## config.mk

```make
export PLATFORM = sky130hd
export DESIGN_NAME = single_wire_sensor_frame_generator_flat
export DESIGN_NICKNAME = d
export VERILOG_FILES = /design/src/design/swfg_pkg.sv /design/src/design/swfg_sample_if.sv /design/src/design/swfg_level_if.sv /design/src/design/swfg_cfg_if.sv /design/src/design/swfg_cfg.sv /design/src/design/swfg_frame.sv /design/src/design/single_wire_sensor_frame_generator.sv /design/src/flat_wrapper.sv
export SDC_FILE = /design/constraint.sdc
export NUM_CORES = 1
export LEC_CHECK = 0
export BUFFER_PORTS_ARGS = -buffer_cell sky130_fd_sc_hd__buf_2
export CAP_MARGIN = 20
export CORE_ASPECT_RATIO = 1.25
export CORE_MARGIN = 10
export CORE_UTILIZATION = 50
export CTS_CLUSTER_DIAMETER = 50
export CTS_CLUSTER_SIZE = 28
export DETAILED_ROUTE_END_ITERATION = 16
export HOLD_SLACK_MARGIN = 0.05
export MAX_ROUTING_LAYER = met4
export PLACE_DENSITY_LB_ADDON = 0.12
export SLEW_MARGIN = 20
export SYNTH_ARGS = -nofsm -noshare
export SYNTH_HDL_FRONTEND = slang
export SYNTH_SLANG_ARGS = --single-unit
```

## constraint.sdc

```tcl
create_clock -name clk -period 5.2 [get_ports clk]
set_input_delay 1.04 -clock clk [delete_from_list [all_inputs] [get_ports clk]]
set_output_delay 1.04 -clock clk [all_outputs]
set_load 0.1 [all_outputs]
```

## src/design/swfg_pkg.sv

```systemverilog
package swfg_pkg;

    localparam int unsigned CFG_INDEX_WIDTH = 8;
    localparam int unsigned CFG_DATA_WIDTH  = 32;

    // Register indexes of the configuration port.
    localparam logic [CFG_INDEX_WIDTH-1:0] CFG_LEAD      = 8'd0;
    localparam logic [CFG_INDEX_WIDTH-1:0] CFG_HOST_LOW  = 8'd1;
    localparam logic [CFG_INDEX_WIDTH-1:0] CFG_HOST_HIGH = 8'd2;
    localparam logic [CFG_INDEX_WIDTH-1:0] CFG_ACK       = 8'd3;
    localparam logic [CFG_INDEX_WIDTH-1:0] CFG_GAP       = 8'd4;
    localparam logic [CFG_INDEX_WIDTH-1:0] CFG_ZERO      = 8'd5;
    localparam logic [CFG_INDEX_WIDTH-1:0] CFG_ONE       = 8'd6;
    localparam logic [CFG_INDEX_WIDTH-1:0] CFG_IDLE      = 8'd7;

    localparam logic [29:0] LEAD_RESET      = 30'd200000;
    localparam logic [19:0] HOST_LOW_RESET  = 20'd2000;
    localparam logic [15:0] HOST_HIGH_RESET = 16'd30;
    localparam logic [15:0] ACK_RESET       = 16'd80;
    localparam logic [15:0] GAP_RESET       = 16'd50;
    localparam logic [15:0] ZERO_RESET      = 16'd25;
    localparam logic [15:0] ONE_RESET       = 16'd72;
    localparam logic [29:0] IDLE_RESET      = 30'd2000000;

    localparam int unsigned FRAME_BITS = 40;

    typedef struct packed {
        logic [29:0] lead_samples;
        logic [19:0] host_low_samples;
        logic [15:0] host_high_samples;
        logic [15:0] ack_samples;
        logic [15:0] gap_samples;
        logic [15:0] zero_samples;
        logic [15:0] one_samples;
        logic [29:0] idle_samples;
    } swfg_cfg_t;

endpackage

```

## src/design/swfg_sample_if.sv

```systemverilog
interface swfg_sample_if;
    logic        valid;
    logic        ready;
    logic        start_req;
    logic [15:0] humidity;
    logic [15:0] temperature;

    modport source (output valid, output start_req, output humidity, output temperature,
                    input ready);
    modport sink   (input valid, input start_req, input humidity, input temperature,
                    output ready);
endinterface

```

## src/design/swfg_level_if.sv

```systemverilog
interface swfg_level_if;
    logic valid;
    logic ready;
    logic line_level;
    logic busy_res;
    logic frame_end;

    modport source (output valid, output line_level, output busy_res, output frame_end,
                    input ready);
    modport sink   (input valid, input line_level, input busy_res, input frame_end,
                    output ready);
endinterface

```

## src/design/swfg_cfg_if.sv

```systemverilog
interface swfg_cfg_if;
    logic                                 valid;
    logic                                 ready;
    logic [swfg_pkg::CFG_INDEX_WIDTH-1:0] index;
    logic [swfg_pkg::CFG_DATA_WIDTH-1:0]  data;

    modport source (output valid, output index, output data, input ready);
    modport sink   (input valid, input index, input data, output ready);
endinterface

```

## src/design/swfg_cfg.sv

```systemverilog
module swfg_cfg (
    input  logic               clk,
    input  logic               rst_n,
    swfg_cfg_if.sink           cfg,
    output swfg_pkg::swfg_cfg_t regs
);

    swfg_pkg::swfg_cfg_t regs_reg;

    assign cfg.ready = 1'b1;
    assign regs      = regs_reg;

    always_ff @(posedge clk or negedge rst_n)
    begin
        if (!rst_n)
        begin
            regs_reg.lead_samples      <= swfg_pkg::LEAD_RESET;
            regs_reg.host_low_samples  <= swfg_pkg::HOST_LOW_RESET;
            regs_reg.host_high_samples <= swfg_pkg::HOST_HIGH_RESET;
            regs_reg.ack_samples       <= swfg_pkg::ACK_RESET;
            regs_reg.gap_samples       <= swfg_pkg::GAP_RESET;
            regs_reg.zero_samples      <= swfg_pkg::ZERO_RESET;
            regs_reg.one_samples       <= swfg_pkg::ONE_RESET;
            regs_reg.idle_samples      <= swfg_pkg::IDLE_RESET;
        end
        else if (cfg.valid)
        begin
            // Writes to indexes beyond the register list are dropped.
            case (cfg.index)
                swfg_pkg::CFG_LEAD:      regs_reg.lead_samples      <= cfg.data[29:0];
                swfg_pkg::CFG_HOST_LOW:  regs_reg.host_low_samples  <= cfg.data[19:0];
                swfg_pkg::CFG_HOST_HIGH: regs_reg.host_high_samples <= cfg.data[15:0];
                swfg_pkg::CFG_ACK:       regs_reg.ack_samples       <= cfg.data[15:0];
                swfg_pkg::CFG_GAP:       regs_reg.gap_samples       <= cfg.data[15:0];
                swfg_pkg::CFG_ZERO:      regs_reg.zero_samples      <= cfg.data[15:0];
                swfg_pkg::CFG_ONE:       regs_reg.one_samples       <= cfg.data[15:0];
                swfg_pkg::CFG_IDLE:      regs_reg.idle_samples      <= cfg.data[29:0];
                default: ;
            endcase
        end
    end

endmodule

```

## src/design/swfg_frame.sv

```systemverilog
module swfg_frame #(
    parameter int unsigned COUNT_WIDTH = 30
) (
    input  logic                clk,
    input  logic                rst_n,
    input  swfg_pkg::swfg_cfg_t regs,
    swfg_sample_if.sink         sample_in,
    swfg_level_if.source        level_out
);

    typedef enum logic [3:0] {
        PH_IDLE,
        PH_LEAD,
        PH_HLOW,
        PH_HHIGH,
        PH_ACKL,
        PH_ACKH,
        PH_GAP0,
        PH_BITH,
        PH_BITL,
        PH_CLOSE,
        PH_PAD
    } phase_t;

    localparam logic [COUNT_WIDTH-1:0] CNT_MAX  = '1;
    localparam logic [5:0]             BITS_END = 6'(swfg_pkg::FRAME_BITS);

    function automatic logic [COUNT_WIDTH-1:0] fit_len(input logic [29:0] v);
        logic [31:0] wide;
        wide = 32'(v);
        if (wide > 32'(CNT_MAX))
            return CNT_MAX;
        else
            return wide[COUNT_WIDTH-1:0];
    endfunction

    function automatic logic [29:0] at_least_one(input logic [29:0] v);
        return (v == 30'd0) ? 30'd1 : v;
    endfunction

    // Input register
    logic        in_valid_reg;
    logic        start_req_reg;
    logic [15:0] humidity_reg;
    logic [15:0] temperature_reg;

    // Frame state
    phase_t                 phase_reg,     phase_next;
    logic [COUNT_WIDTH-1:0] count_reg,     count_next;
    logic [5:0]             bit_count_reg, bit_count_next;
    logic [39:0]            bits_reg,      bits_next;

    // Result register
    logic out_valid_reg;
    logic line_reg, line_next;
    logic busy_reg, busy_next;
    logic end_reg,  end_next;

    logic                   adv;
    logic                   in_ready;
    phase_t                 cur_phase;
    logic [COUNT_WIDTH-1:0] cur_count;
    logic [COUNT_WIDTH-1:0] cnt_inc;
    logic [COUNT_WIDTH-1:0] cur_len;
    logic [5:0]             cur_bit_count;
    logic [5:0]             bit_count_inc;
    logic [39:0]            cur_bits;
    logic [7:0]             checksum;
    logic [COUNT_WIDTH-1:0] lead_len;
    logic [COUNT_WIDTH-1:0] idle_len;

    assign adv      = in_valid_reg && (!out_valid_reg || level_out.ready);
    assign in_ready = !in_valid_reg || adv;

    assign sample_in.ready      = in_ready;
    assign level_out.valid      = out_valid_reg;
    assign level_out.line_level = line_reg;
    assign level_out.busy_res   = busy_reg;
    assign level_out.frame_end  = end_reg;

    assign checksum = humidity_reg[15:8] + humidity_reg[7:0]
                    + temperature_reg[15:8] + temperature_reg[7:0];
    assign lead_len = fit_len(regs.lead_samples);
    assign idle_len = fit_len(regs.idle_samples);

    always_ff @(posedge clk or negedge rst_n)
    begin
        if (!rst_n)
        begin
            in_valid_reg <= 1'b0;
        end
        else if (in_ready)
        begin
            in_valid_reg <= sample_in.valid;
        end
    end

    always_ff @(posedge clk)
    begin
        if (in_ready && sample_in.valid)
        begin
            start_req_reg   <= sample_in.start_req;
            humidity_reg    <= sample_in.humidity;
            temperature_reg <= sample_in.temperature;
        end
    end

    // A start taken while idle makes this tick the first sample of the frame.
    always_comb
    begin
        cur_phase     = phase_reg;
        cur_count     = count_reg;
        cur_bit_count = bit_count_reg;
        cur_bits      = bits_reg;
        if (phase_reg == PH_IDLE && start_req_reg)
        begin
            cur_bits      = {humidity_reg, temperature_reg, checksum};
            cur_bit_count = 6'd0;
            cur_count     = '0;
            cur_phase     = (lead_len == '0) ? PH_HLOW : PH_LEAD;
        end
    end

    always_comb
    begin
        case (cur_phase)
            PH_LEAD:  cur_len = lead_len;
            PH_HLOW:  cur_len = fit_len(at_least_one(30'(regs.host_low_samples)));
            PH_HHIGH: cur_len = fit_len(at_least_one(30'(regs.host_high_samples)));
            PH_ACKL,
            PH_ACKH:  cur_len = fit_len(at_least_one(30'(regs.ack_samples)));
            PH_GAP0,
            PH_BITL,
            PH_CLOSE: cur_len = fit_len(at_least_one(30'(regs.gap_samples)));
            PH_BITH:  cur_len = cur_bits[39]
                              ? fit_len(at_least_one(30'(regs.one_samples)))
                              : fit_len(at_least_one(30'(regs.zero_samples)));
            PH_PAD:   cur_len = idle_len;
            default:  cur_len = '0;
        endcase
    end

    assign cnt_inc       = cur_count + 1'b1;
    assign bit_count_inc = cur_bit_count + 6'd1;

    always_comb
    begin
        phase_next     = phase_reg;
        count_next     = count_reg;
        bit_count_next = bit_count_reg;
        bits_next      = bits_reg;
        line_next      = 1'b1;
        busy_next      = 1'b0;
        end_next       = 1'b0;
        if (cur_phase != PH_IDLE)
        begin
            line_next      = !(cur_phase inside {PH_HLOW, PH_ACKL, PH_GAP0, PH_BITL});
            busy_next      = 1'b1;
            bits_next      = cur_bits;
            bit_count_next = cur_bit_count;
            phase_next     = cur_phase;
            count_next     = cnt_inc;
            if (cnt_inc >= cur_len)
            begin
                count_next = '0;
                case (cur_phase)
                    PH_LEAD:  phase_next = PH_HLOW;
                    PH_HLOW:  phase_next = PH_HHIGH;
                    PH_HHIGH: phase_next = PH_ACKL;
                    PH_ACKL:  phase_next = PH_ACKH;
                    PH_ACKH:  phase_next = PH_GAP0;
                    PH_GAP0:  phase_next = PH_BITH;
                    PH_BITH:  phase_next = PH_BITL;
                    PH_BITL:
                    begin
                        // The frame word shifts so that the bit on air is always the MSB.
                        bits_next      = {cur_bits[38:0], 1'b0};
                        bit_count_next = bit_count_inc;
                        phase_next     = (bit_count_inc == BITS_END) ? PH_CLOSE : PH_BITH;
                    end
                    PH_CLOSE: phase_next = (idle_len == '0) ? PH_IDLE : PH_PAD;
                    default:  phase_next = PH_IDLE;
                endcase
            end
            end_next = (phase_next == PH_IDLE);
        end
    end

    always_ff @(posedge clk or negedge rst_n)
    begin
        if (!rst_n)
        begin
            phase_reg     <= PH_IDLE;
            count_reg     <= '0;
            bit_count_reg <= 6'd0;
            bits_reg      <= 40'd0;
            out_valid_reg <= 1'b0;
            line_reg      <= 1'b1;
            busy_reg      <= 1'b0;
            end_reg       <= 1'b0;
        end
        else
        begin
            if (adv)
            begin
                phase_reg     <= phase_next;
                count_reg     <= count_next;
                bit_count_reg <= bit_count_next;
                bits_reg      <= bits_next;
                line_reg      <= line_next;
                busy_reg      <= busy_next;
                end_reg       <= end_next;
                out_valid_reg <= 1'b1;
            end
            else if (level_out.ready)
            begin
                out_valid_reg <= 1'b0;
            end
        end
    end

    a_end_is_busy: assert property (@(posedge clk) disable iff (!rst_n)
        out_valid_reg && end_reg |-> busy_reg)
        else $error("frame end flagged on a sample outside a frame");

    a_bit_count_range: assert property (@(posedge clk) disable iff (!rst_n)
        bit_count_reg <= BITS_END)
        else $error("bit counter ran past the frame length");

    a_stall_only_when_full: assert property (@(posedge clk) disable iff (!rst_n)
        !in_ready |-> out_valid_reg && !level_out.ready)
        else $error("input stalled while the result register could drain");

    a_state_holds: assert property (@(posedge clk) disable iff (!rst_n)
        !adv |=> $stable(phase_reg) && $stable(count_reg) && $stable(bits_reg))
        else $error("frame state moved without an item being processed");

    a_idle_count_clear: assert property (@(posedge clk) disable iff (!rst_n)
        phase_reg == PH_IDLE |-> count_reg == '0)
        else $error("segment counter not cleared while idle");

endmodule

```

## src/design/single_wire_sensor_frame_generator.sv

```systemverilog
// Pulse-width bit frame generator for a single-wire sensor line. Every item on
// sample_in is one sample tick and yields exactly one item on level_out with the
// wire level, a busy flag and a frame-end flag. The block takes one item per clock
// cycle while level_out is not stalling; each item passes an input register, the step
// logic and a result register, whose contents are offered on level_out. A start request
// accepted while idle latches humidity and temperature and begins the frame on that
// same sample. Segment lengths come from the configuration registers on cfg, which
// always accepts writes; write them only while no frame is running. Lengths are
// counted in a COUNT_WIDTH bit counter and saturate at its maximum.
module single_wire_sensor_frame_generator #(
    parameter int unsigned COUNT_WIDTH = 30
) (
    input  logic         clk,
    input  logic         rst_n,
    swfg_sample_if.sink  sample_in,
    swfg_level_if.source level_out,
    swfg_cfg_if.sink     cfg
);

    swfg_pkg::swfg_cfg_t regs;

    swfg_cfg u_cfg (
        .clk   (clk),
        .rst_n (rst_n),
        .cfg   (cfg),
        .regs  (regs)
    );

    swfg_frame #(
        .COUNT_WIDTH (COUNT_WIDTH)
    ) u_frame (
        .clk       (clk),
        .rst_n     (rst_n),
        .regs      (regs),
        .sample_in (sample_in),
        .level_out (level_out)
    );

endmodule
```

## src/flat_wrapper.sv

```systemverilog
// flat-port wrapper written by rule: the top's interface ports become plain ports
module single_wire_sensor_frame_generator_flat 
#(
    parameter int unsigned COUNT_WIDTH = 30
)
  (clk, rst_n, sample_in_valid, sample_in_start_req, sample_in_humidity, sample_in_temperature, sample_in_ready, level_out_valid, level_out_line_level, level_out_busy_res, level_out_frame_end, level_out_ready, cfg_valid, cfg_index, cfg_data, cfg_ready);
  swfg_sample_if sample_in_i ();
  swfg_level_if level_out_i ();
  swfg_cfg_if cfg_i ();
  input  logic clk;
  input  logic rst_n;
  input wire logic [$bits(sample_in_i.valid)-1:0] sample_in_valid;
  input wire logic [$bits(sample_in_i.start_req)-1:0] sample_in_start_req;
  input wire logic [$bits(sample_in_i.humidity)-1:0] sample_in_humidity;
  input wire logic [$bits(sample_in_i.temperature)-1:0] sample_in_temperature;
  output wire logic [$bits(sample_in_i.ready)-1:0] sample_in_ready;
  output wire logic [$bits(level_out_i.valid)-1:0] level_out_valid;
  output wire logic [$bits(level_out_i.line_level)-1:0] level_out_line_level;
  output wire logic [$bits(level_out_i.busy_res)-1:0] level_out_busy_res;
  output wire logic [$bits(level_out_i.frame_end)-1:0] level_out_frame_end;
  input wire logic [$bits(level_out_i.ready)-1:0] level_out_ready;
  input wire logic [$bits(cfg_i.valid)-1:0] cfg_valid;
  input wire logic [$bits(cfg_i.index)-1:0] cfg_index;
  input wire logic [$bits(cfg_i.data)-1:0] cfg_data;
  output wire logic [$bits(cfg_i.ready)-1:0] cfg_ready;
  assign sample_in_i.valid = sample_in_valid;
  assign sample_in_i.start_req = sample_in_start_req;
  assign sample_in_i.humidity = sample_in_humidity;
  assign sample_in_i.temperature = sample_in_temperature;
  assign sample_in_ready = sample_in_i.ready;
  assign level_out_valid = level_out_i.valid;
  assign level_out_line_level = level_out_i.line_level;
  assign level_out_busy_res = level_out_i.busy_res;
  assign level_out_frame_end = level_out_i.frame_end;
  assign level_out_i.ready = level_out_ready;
  assign cfg_i.valid = cfg_valid;
  assign cfg_i.index = cfg_index;
  assign cfg_i.data = cfg_data;
  assign cfg_ready = cfg_i.ready;
  single_wire_sensor_frame_generator #(.COUNT_WIDTH(COUNT_WIDTH)) u_core (.clk(clk), .rst_n(rst_n), .sample_in(sample_in_i), .level_out(level_out_i), .cfg(cfg_i));
endmodule
```

==> results.cfg <==
[global_routing]
antenna_found_initial = 1
gr-total-overflow = 0
grt_start_max_net_pins = 105
grt_pass1_vias = 10909
track_usage = 0.215
grt_pass1_wl_um = 62100

[clock_tree]
cts_root_buffer = clkbuf_16
insertion_delay_ns = 0.57
cts.htree.levels = 1
cts_sinks = 278
clockBufferDepth = 3
numCtsBuffers = 29
cts_setup_buffers = 0
cts_resized = 0
cts_tree = done
hold_buffers = 0
clk_pin_slew_worst_paths_ns = 0.08

[synth]
synthArstFlopShare = 0.881
postSynthAreaPerCell_um2 = 11.3
ys_warn_count = 0
synth_cell_types = 71
synth_edf_count = 33
synth_nets = 1418
synth-main-ff-cell = dfrtp_1
ys_seq_area_frac = 0.493
synthesis.area_um2 = 14500
synthCells = 1287
ys_ff_latch = 278

[critical_path]
ff2ff_path_depth = 16
arrival_ns = 5.30
crit_fanout = 38
rrSetupSlack_ns = 0.35
crit_path_start_kind = flip-flop
slowest_delay_ns = 0.48
required_ns = 5.65
crit_path_start = u_core.u_frame.phase_reg[3]$_DFFE_PN0P_
path_cells = nor4_4 > and2_2 > mux2i_4 > buf_12 > mux2i_1 > o211ai_1 > a221oi_1 > ha_1 > nand4_1 > nor4_1 > a2111oi_0 > o21ai_1 > or3_4 > buf_12 > and3_1 > a221o_1
crit_slowest_cell = dfrtp_1
worst_path_most_repeated_cell = buf_12
r2r-end = u_core.u_frame.bits_reg[11]$_DFFE_PN0P_
rr_startpoint = u_core.u_frame.phase_reg[3]$_DFFE_PN0P_
end_kind = flip-flop
worstSetupPathType = reg -> reg

[sta]
post-route-min-period_ns = 4.85
hold_viol = 0
drv_slew = 0
rsz0062_at_grt = no
skew_ns = 0.0341
slew_headroom = 0.313
max_freq_mhz = 206
period_share = 0.933
fin_tns_setup_ns = 0
worstMarginPinSlew_ns = 1.03
final-setup-viol-count = 0

[placed_design]
place_inst = 1712
placed_cell_area_um2 = 15500
numPortBuffers = 80
gp_congestion = 0.893
hpwl_um = 26900

[die]
start_util = 0.509
die_w_um = 173
die_h_um = 211
die_area_um2 = 36300
fp-row-count = 69
core_area_um2 = 28600
pin_count = 84

[route]
wl_per_cell_um = 21.9
remaining_drc_errors = 0
drt_iter0_drc = 995
vias = 10737
vias_per_cell = 6.08
drt_pass1_iterations = 7
wirelength_um = 38600
ant_nets = 0

[final_layout]
largest_reg_flops = 160
layout.cells.non_filler = 1766
area_delta_synth_final_pct = 13.6
fin_nets = 1484
drive_gt1_frac = 0.289
fin_area_um2 = 16500

[status]
status = finished, final reports clean

[pwr]
p_leak_nw = 7.46
irDropWorstVdd_v = 0.000361
power.density_nw_per_um2 = 433

[job]
max-cap-violations = 0

[worst_hold_path]
hold_path_class = in -> async
## power by group
part | internal [mW] | switching [mW] | total, mW
sequential | 2.42 | 0.164 | 2.59
combinational | 0.848 | 1.49 | 2.33
clock | 1.16 | 1.06 | 2.22
## cell usage after synthesis, drive strengths merged (14+ instances only)
cell	instances	share of area
a222oi	19	0.013
o21ai	30	0.010
nand3	30	0.011
a21oi	54	0.019
a221oi	16	0.013
nor4	44	0.020
and3	36	0.015
clkbuf	53	0.014
nor3	17	0.0065
o211ai	21	0.011
dfrtp	211	0.36
ha	39	0.034
mux2i	20	0.015
mux2	162	0.13
nor2	46	0.012
a221o	37	0.025
nand2	158	0.041
dfstp	34	0.061
buf	30	0.011
fa	14	0.019
edfxtp	33	0.068
nand4	15	0.0065
xor2	17	0.010
## how the worst max path moves through the flow
stage                                              end  slack, ns  cells after the start
5_1_grt        u_core.u_frame.bits_reg[30]$_DFFE_PN0P_        0.1                     19
3_5_place_dp   u_core.u_frame.bits_reg[18]$_DFFE_PN0P_       0.24                     17
4_1_cts        u_core.u_frame.bits_reg[29]$_DFFE_PN0P_       0.23                     17
3_3_place_gp   u_core.u_frame.bits_reg[30]$_DFFE_PN0P_       0.33                     16
2_1_floorplan   u_core.u_frame.bits_reg[7]$_DFFE_PN0P_       0.09                     25
6_report       u_core.u_frame.bits_reg[11]$_DFFE_PN0P_       0.35                     16
## layout by cell type (no fill, tap or decap), drive strengths merged, types with 33 or more instances in the layout
master / n
dfrtp: 211
a21oi: 54
ha: 39
nor4: 44
a221o: 37
nor2: 46
buf: 118
and3: 36
mux2: 162
nand2: 158
edfxtp: 33
dfstp: 34
## cell families (layout without fill, tap and decap cells)
logic type               count (synthesis)  after routing  share of synthesized area
multiplexers                           182            182                      0.140
flip-flops                             278            278                      0.493
AO/OA/AOI/OAI                          253            253                      0.134
AND/OR/NAND/NOR                        395            395                      0.135
XOR/XNOR                                29             29                     0.0175
buffers and inverters                   96            184                     0.0275
other                                    1              2                   0.000258
adder cells (fa/ha/maj)                 53             53                     0.0529
## critical path, delay by kind of cell, from the launching register on
family	cells	cell delay, ns
buf+inv	2	0.39
fa+ha+maj	1	0.34
simple gates	6	1.53
flops	1	0.48
compound gates	5	1.40
mux	2	0.57
## through the flow
stage | hold WS (ns) | util | worst slack, ns | power [mW]
after floorplan | 0.448 | - | 0.0928 | 4.09
after global placement | 0.455 | 0.541 | 0.331 | 4.90
after detailed placement | 0.461 | 0.541 | 0.236 | 4.93
after CTS | 0.477 | 0.577 | 0.233 | 7.16
after global routing | 0.516 | 0.578 | 0.0974 | 7.53
final | 0.453 | 0.578 | 0.346 | 7.14
## cell type report
type,count,area (um2)
flip-flops and latches,278,7160
well taps,390,488
multi-input cells,913,7010
clock inverters,24,322
fillers,2412,12100
repair buffers,118,746
inverters,13,48.8
diodes,1,2.50
clock buffers,29,726
## layer usage
| layer | wire length (um) | vias to the layer above | global-route usage | part of all wire |
|---|---|---|---|---|
| met1 | 16700 | 5407 | 0.271 | 0.43 |
| met3 | 1450 | 75 | 0.0254 | 0.038 |
| met5 | 0 | - | - | 0 |
| met4 | 1150 | 0 | 0.0682 | 0.030 |
| met2 | 19400 | 257 | 0.358 | 0.50 |
| li1 | - | 4998 | - | - |
No activity file was read; power rests on OpenSTA's default activity.
